==> config.mk <==
export PLATFORM = sky130hd
export DESIGN_NAME = sts_front_flat
export DESIGN_NICKNAME = d
export VERILOG_FILES = /design/src/rtl/sts_pkg.sv /design/src/rtl/sts_in_if.sv /design/src/rtl/sts_front.sv /design/src/flat_wrapper.sv
export SDC_FILE = /design/constraint.sdc
export NUM_CORES = 1
export LEC_CHECK = 0
export ABC_AREA = 1
export BUFFER_PORTS_ARGS = -buffer_cell sky130_fd_sc_hd__buf_4
export CAP_MARGIN = 10
export CELL_PAD_IN_SITES_DETAIL_PLACEMENT = 1
export CELL_PAD_IN_SITES_GLOBAL_PLACEMENT = 1
export CORE_MARGIN = 10
export CORE_UTILIZATION = 40
export CTS_BUF_LIST = sky130_fd_sc_hd__clkbuf_4 sky130_fd_sc_hd__clkbuf_8
export CTS_CLUSTER_DIAMETER = 30
export CTS_CLUSTER_SIZE = 16
export DETAILED_ROUTE_END_ITERATION = 6
export PLACE_DENSITY_LB_ADDON = 0.08
export SYNTH_ARGS = -nofsm -noshare
export SYNTH_HDL_FRONTEND = slang
export SYNTH_SLANG_ARGS = --single-unit
==> constraint.sdc <==
create_clock -name clk -period 14.75 [get_ports clk]
set_input_delay 0.7375 -clock clk [delete_from_list [all_inputs] [get_ports clk]]
set_output_delay 0.7375 -clock clk [all_outputs]
set_load 0.05 [all_outputs]
==> src/rtl/sts_pkg.sv <==
// Shared types and helpers for the sphere triangle subdivider.
`timescale 1ns / 1ps
`default_nettype none
package sts_pkg;

  typedef logic signed [31:0] coord_t;

  typedef struct packed {
    coord_t x;
    coord_t y;
    coord_t z;
  } vec_t;

  typedef struct packed {
    vec_t a;
    vec_t b;
    vec_t c;
  } tri_t;

  // One queued triangle with its classification.
  typedef struct packed {
    tri_t       t;
    logic [1:0] start;
    logic [1:0] top;
    logic       single;
  } item_t;

  // Queue head as seen by the back end.
  typedef struct packed {
    logic  valid;
    item_t item;
  } q_head_t;

  // Back end status toward the top level.
  typedef struct packed {
    logic       busy;
  } bk_stat_t;

  localparam logic [2:0] CFG_ADDR_RADIUS = 3'd0;
  localparam logic [2:0] CFG_ADDR_LEVEL  = 3'd4;
  localparam logic [30:0] RADIUS_RESET   = 31'd227687629;
  localparam logic [1:0]  LEVEL_RESET    = 2'd3;

  function automatic coord_t mid_half(input coord_t p, input coord_t q);
    logic signed [32:0] s;
    s = {p[31], p} + {q[31], q};
    return s[32:1];
  endfunction

  function automatic logic [31:0] mag32(input coord_t v);
    return v[31] ? (~v + 32'd1) : v;
  endfunction

  function automatic coord_t sub_sat(input coord_t q, input coord_t p);
    logic signed [32:0] d;
    d = {q[31], q} - {p[31], p};
    if (d[32] != d[31]) return d[32] ? 32'sh8000_0000 : 32'sh7fff_ffff;
    return d[31:0];
  endfunction

  // Children in depth-first order: (a,B,C), (A,b,C), (A,B,c), (C,B,A).
  function automatic tri_t child_tri(input tri_t t, input tri_t m, input logic [1:0] k);
    tri_t r;
    unique case (k)
      2'd0: r = '{a: t.a, b: m.b, c: m.c};
      2'd1: r = '{a: m.a, b: t.b, c: m.c};
      2'd2: r = '{a: m.a, b: m.b, c: t.c};
      default: r = '{a: m.c, b: m.b, c: m.a};
    endcase
    return r;
  endfunction

endpackage
`default_nettype wire

==> src/rtl/sts_in_if.sv <==
// Input channel: one triangle and its starting level.
`timescale 1ns / 1ps
`default_nettype none
interface sts_in_if;
  logic                valid;
  logic                ready;
  logic signed [31:0]  ax;
  logic signed [31:0]  ay;
  logic signed [31:0]  az;
  logic signed [31:0]  bx;
  logic signed [31:0]  by_coord;
  logic signed [31:0]  bz;
  logic signed [31:0]  cx;
  logic signed [31:0]  cy;
  logic signed [31:0]  cz;
  logic [1:0]          start_level;

  modport source (output valid, ax, ay, az, bx, by_coord, bz, cx, cy, cz, start_level,
                  input ready);
  modport sink   (input valid, ax, ay, az, bx, by_coord, bz, cx, cy, cz, start_level,
                  output ready);
endinterface
`default_nettype wire

==> src/rtl/sts_front.sv <==
// Front end: accepts triangles, classifies them and queues them for the back end.
`timescale 1ns / 1ps
`default_nettype none
module sts_front import sts_pkg::*; (
  input  wire logic   clk,
  input  wire logic   rst_n,
  sts_in_if.sink      in_ch,
  input  wire logic [1:0] top_eff,
  input  wire logic   pop,
  output q_head_t     head
);

  item_t      slot_r [2];
  logic       wp_r;
  logic       rp_r;
  logic [1:0] cnt_r;
  logic       push;
  item_t      item_in;

  assign in_ch.ready = (cnt_r != 2'd2);
  assign push        = in_ch.valid && in_ch.ready;

  always_comb begin
    item_in.t.a    = '{x: in_ch.ax, y: in_ch.ay, z: in_ch.az};
    item_in.t.b    = '{x: in_ch.bx, y: in_ch.by_coord, z: in_ch.bz};
    item_in.t.c    = '{x: in_ch.cx, y: in_ch.cy, z: in_ch.cz};
    item_in.start  = in_ch.start_level;
    item_in.top    = top_eff;
    // already at or past the stop level: emitted as it is
    item_in.single = (in_ch.start_level >= top_eff);
  end

  assign head.valid = (cnt_r != 2'd0);
  assign head.item  = slot_r[rp_r];

  always_ff @(posedge clk) begin
    if (!rst_n) begin
      wp_r  <= 1'b0;
      rp_r  <= 1'b0;
      cnt_r <= 2'd0;
    end else begin
      if (push) wp_r <= ~wp_r;
      if (pop)  rp_r <= ~rp_r;
      if (push && !pop)      cnt_r <= cnt_r + 2'd1;
      else if (pop && !push) cnt_r <= cnt_r - 2'd1;
    end
  end

  always_ff @(posedge clk) begin
    if (push) slot_r[wp_r] <= item_in;
  end

endmodule
`default_nettype wire

==> src/flat_wrapper.sv <==
// flat-port wrapper written by rule: the top's interface ports become plain ports
module sts_front_flat import sts_pkg::*;
  (clk, rst_n, top_eff, pop, head, in_ch_valid, in_ch_ax, in_ch_ay, in_ch_az, in_ch_bx, in_ch_by_coord, in_ch_bz, in_ch_cx, in_ch_cy, in_ch_cz, in_ch_start_level, in_ch_ready);
  sts_in_if in_ch_i ();
  input  wire logic clk;
  input  wire logic rst_n;
  input  wire logic [1:0] top_eff;
  input  wire logic pop;
  output q_head_t head;
  input wire logic [$bits(in_ch_i.valid)-1:0] in_ch_valid;
  input wire logic [$bits(in_ch_i.ax)-1:0] in_ch_ax;
  input wire logic [$bits(in_ch_i.ay)-1:0] in_ch_ay;
  input wire logic [$bits(in_ch_i.az)-1:0] in_ch_az;
  input wire logic [$bits(in_ch_i.bx)-1:0] in_ch_bx;
  input wire logic [$bits(in_ch_i.by_coord)-1:0] in_ch_by_coord;
  input wire logic [$bits(in_ch_i.bz)-1:0] in_ch_bz;
  input wire logic [$bits(in_ch_i.cx)-1:0] in_ch_cx;
  input wire logic [$bits(in_ch_i.cy)-1:0] in_ch_cy;
  input wire logic [$bits(in_ch_i.cz)-1:0] in_ch_cz;
  input wire logic [$bits(in_ch_i.start_level)-1:0] in_ch_start_level;
  output wire logic [$bits(in_ch_i.ready)-1:0] in_ch_ready;
  assign in_ch_i.valid = in_ch_valid;
  assign in_ch_i.ax = in_ch_ax;
  assign in_ch_i.ay = in_ch_ay;
  assign in_ch_i.az = in_ch_az;
  assign in_ch_i.bx = in_ch_bx;
  assign in_ch_i.by_coord = in_ch_by_coord;
  assign in_ch_i.bz = in_ch_bz;
  assign in_ch_i.cx = in_ch_cx;
  assign in_ch_i.cy = in_ch_cy;
  assign in_ch_i.cz = in_ch_cz;
  assign in_ch_i.start_level = in_ch_start_level;
  assign in_ch_ready = in_ch_i.ready;
  sts_front u_core (.clk(clk), .rst_n(rst_n), .in_ch(in_ch_i), .top_eff(top_eff), .pop(pop), .head(head));
endmodule
==> flow_summary.ini <==
[placement]
place_inst = 2281
portBuffers = 590
place_ws_ns = 10.56
place_hpwl_mm = 44.60
gp_congestion = 0.7505

[power_and_ir_drop]
pwr_density_cell_mw_per_mm2 = 160.7
leakage_nw = 12.16
seqPwrFrac_pct = 41.6
peakVddDrop_mv = 0.1072
switchingPower_mw = 1.366
p_comb_share_pct = 17.9
p_int_mw = 3.563
swShare_pct = 27.72
clkPwrFrac_pct = 40.5

[clock_tree]
cts_setup_buffers = 0
numCtsBuffers = 134
cts-root-buf = clkbuf_8
cts_tree = yes
ctsHtreeMaxLevel = 4
clkSinkCount = 591
ctsResizeCount = 0
clockBufferDepth = 3
cts_hold_buf = 0
path_clk_slew_ns = 0.05
clk_latency_ns = 0.75

[cells_and_area]
layout.cells.non_filler = 2531
areaGrowthSynthToFinish_pct = 35.75
drive_above_1_share_pct = 63.16
nFillCells = 5151
nets = 1960
fin_util_pct = 54.61

[setup_path]
critPathLaunchType = flop
arrival_ns = 4.08
end_kind = output pin
critPathSlowestCell = buf_4
critPathMaxStageDelay_ns = 0.93
cpMostUsedCell = buf_4
crit_chain = buf_4, buf_4, mux2_4, buf_4
criticalPathCategory = flop to output pin
crit_path_max_fanout = 55
cp.required_ns = 14.01

[timing]
finalHoldViolations = 0
finalCritPeriodShare_pct = 32.66
drv_slew = 0
final-setup-viol-count = 0
fin_setup_tns_ns = 0
fin_ws_ns = 9.933
max-slew-margin-rel_pct = 30.19
max_freq_ghz = 0.2076
rsz0062_at_grt = no
fin_crit_ns = 4.817
worst_pin_slew_ns = 1.047
skew_ns = 0.04555

[synth]
yosys_warnings = 0
syn_area_per_cell_sq_um = 23.64
synth_cell_types = 15
synth_area_sq_mm = 0.02260
synth_area_leader_cell = edfxtp_1
synth_top_area_share_pct = 77.88
synthCells = 956
synth_area_leaders = edfxtp_1 (78%), mux2_4 (18%), mux2_2 (1.1%)
ys_seq_area_share_pct = 78.32
syn-num-nets = 1255
ys_ff_latch = 591

[grt]
grt_pass1_wl_mm = 86.85
grt_pass1_vias = 12826
gr-total-overflow = 0
antenna_found_initial = 17
grt_use_total_pct = 18.15
grt_max_degree = 166

[floorplanning]
num_rows = 87
core_area_sq_mm = 0.05617
start_util_pct = 40.23
die_w_um = 257.7
ios = 591
die_h_um = 257.7
die_area_sq_mm = 0.06640

[routing]
drt_pass1_iterations = 4
drt_iter0_markers = 561
wl_per_cell_um = 24.48
wl_mm = 61.96
vias = 11604
postRouteAntennaNets = 0
viasPerCell = 4.585
drc = 0

[run_status]
status = complete, no violations

[hold_path]
holdCritPathClass = input pin to flop

[flow_run]
drv_cap = 0
==> cells in the final DEF, fill, tap and decap left out, types with 4 or more instances in the layout <==
cell        count
inv_1          12
mux2_4        270
buf_4         601
dfxtp_1         4
edfxtp_1      586
clkinv_4        7
clkinv_2       16
bufinv_16      17
nor2_1          6
clkinvlp_4     10
nand2_1        10
diode_2         8
mux2_2         23
inv_6           5
clkbuf_8      139
clkinv_1       24
clkbuf_4       21
==> final cells by class <==
type	count	area (sq um)	share of cell area [%]
antenna	8	20.02	0.06527
inverter	12	45.04	0.1468
sequential	591	17700	57.71
clock inverter	82	894.6	2.917
multi-input combinational	320	4464	14.55
timing repair buffer	602	4532	14.77
tap	756	945.9	3.084
clock buffer	160	2071	6.751
==> sequential cells by signal, indices dropped and copies added, names as in the netlist, named ones only <==
register       cells
u_core.cnt_r       2
u_core.wp_r        1
u_core.rp_r        1
u_core.slot_r    586
==> path summary, 6_finish.rpt <==
kind | start | endpoint | slack [ns] | cells after the start
min reg2reg | u_core.rp_r | flop | 0.54 | 2
max reg2reg | u_core.cnt_r[0] | u_core.slot_r[0][23] | 10.88 | 6
max | flop | head[96] | 9.93 | 4
min | in_ch_by_coord[16] | u_core.slot_r[0][149] | 0.17 | 1
==> power groups by stage <==
stage | logic (mW) | clock network, mW | registers (mW)
floorplan | 0.613 | 0 | 2.13
global placement | 0.890 | 0 | 2.08
detailed placement | 0.896 | 0 | 2.09
CTS | 0.898 | 2.06 | 2.05
global route | 0.922 | 2.15 | 2.06
finish | 0.883 | 1.99 | 2.05
==> critical path, delay by kind of cell, from the launching register on <==
kind / cells / cell delay (ns)
flops: 1 / 0.92
buf+inv: 3 / 2.01
mux: 1 / 0.36
==> synth_stat cells (all sizes together) <==
cell,n
buf,33
nand3,1
nand4,1
nand2,10
nor2,8
dfxtp,5
inv,12
a21oi,1
o21ai,3
ha,3
mux2,293
edfxtp,586
==> metrics by stage <==
step                power (mW)  hold WS (ns)  cell area [sq um]
global route             5.129       0.09996              30670
floorplan                2.748        0.4635              22600
global placement         2.969        0.4776              27690
finish                   4.929        0.1688              30670
CTS                      5.007       0.07844              30650
detailed placement       2.982        0.5125              27690
==> routing by layer <==
layer	global-route usage, %	share of wire (%)	up-vias	routed length, um
met3	9.645	11	106	6566
li1	-	-	5250	-
met1	17.84	34	5782	21140
met2	31.55	53	446	32680
met5	0	0.23	-	145
met4	7.482	2.3	20	1435
==> cells by family (layout without fill, tap and decap cells) <==
| kind of cell | Yosys count | after routing | synth area share (%) |
|---|---|---|---|
| fa+ha+maj | 3 | 3 | 0.1661 |
| compound gates | 4 | 4 | 0.08856 |
| flops | 591 | 591 | 78.32 |
| other cells | 0 | 8 | 0 |
| buf+inv | 45 | 856 | 1.988 |
| simple gates | 20 | 20 | 0.3489 |
| mux | 293 | 293 | 19.09 |
(Power assumes the default switching activity.)
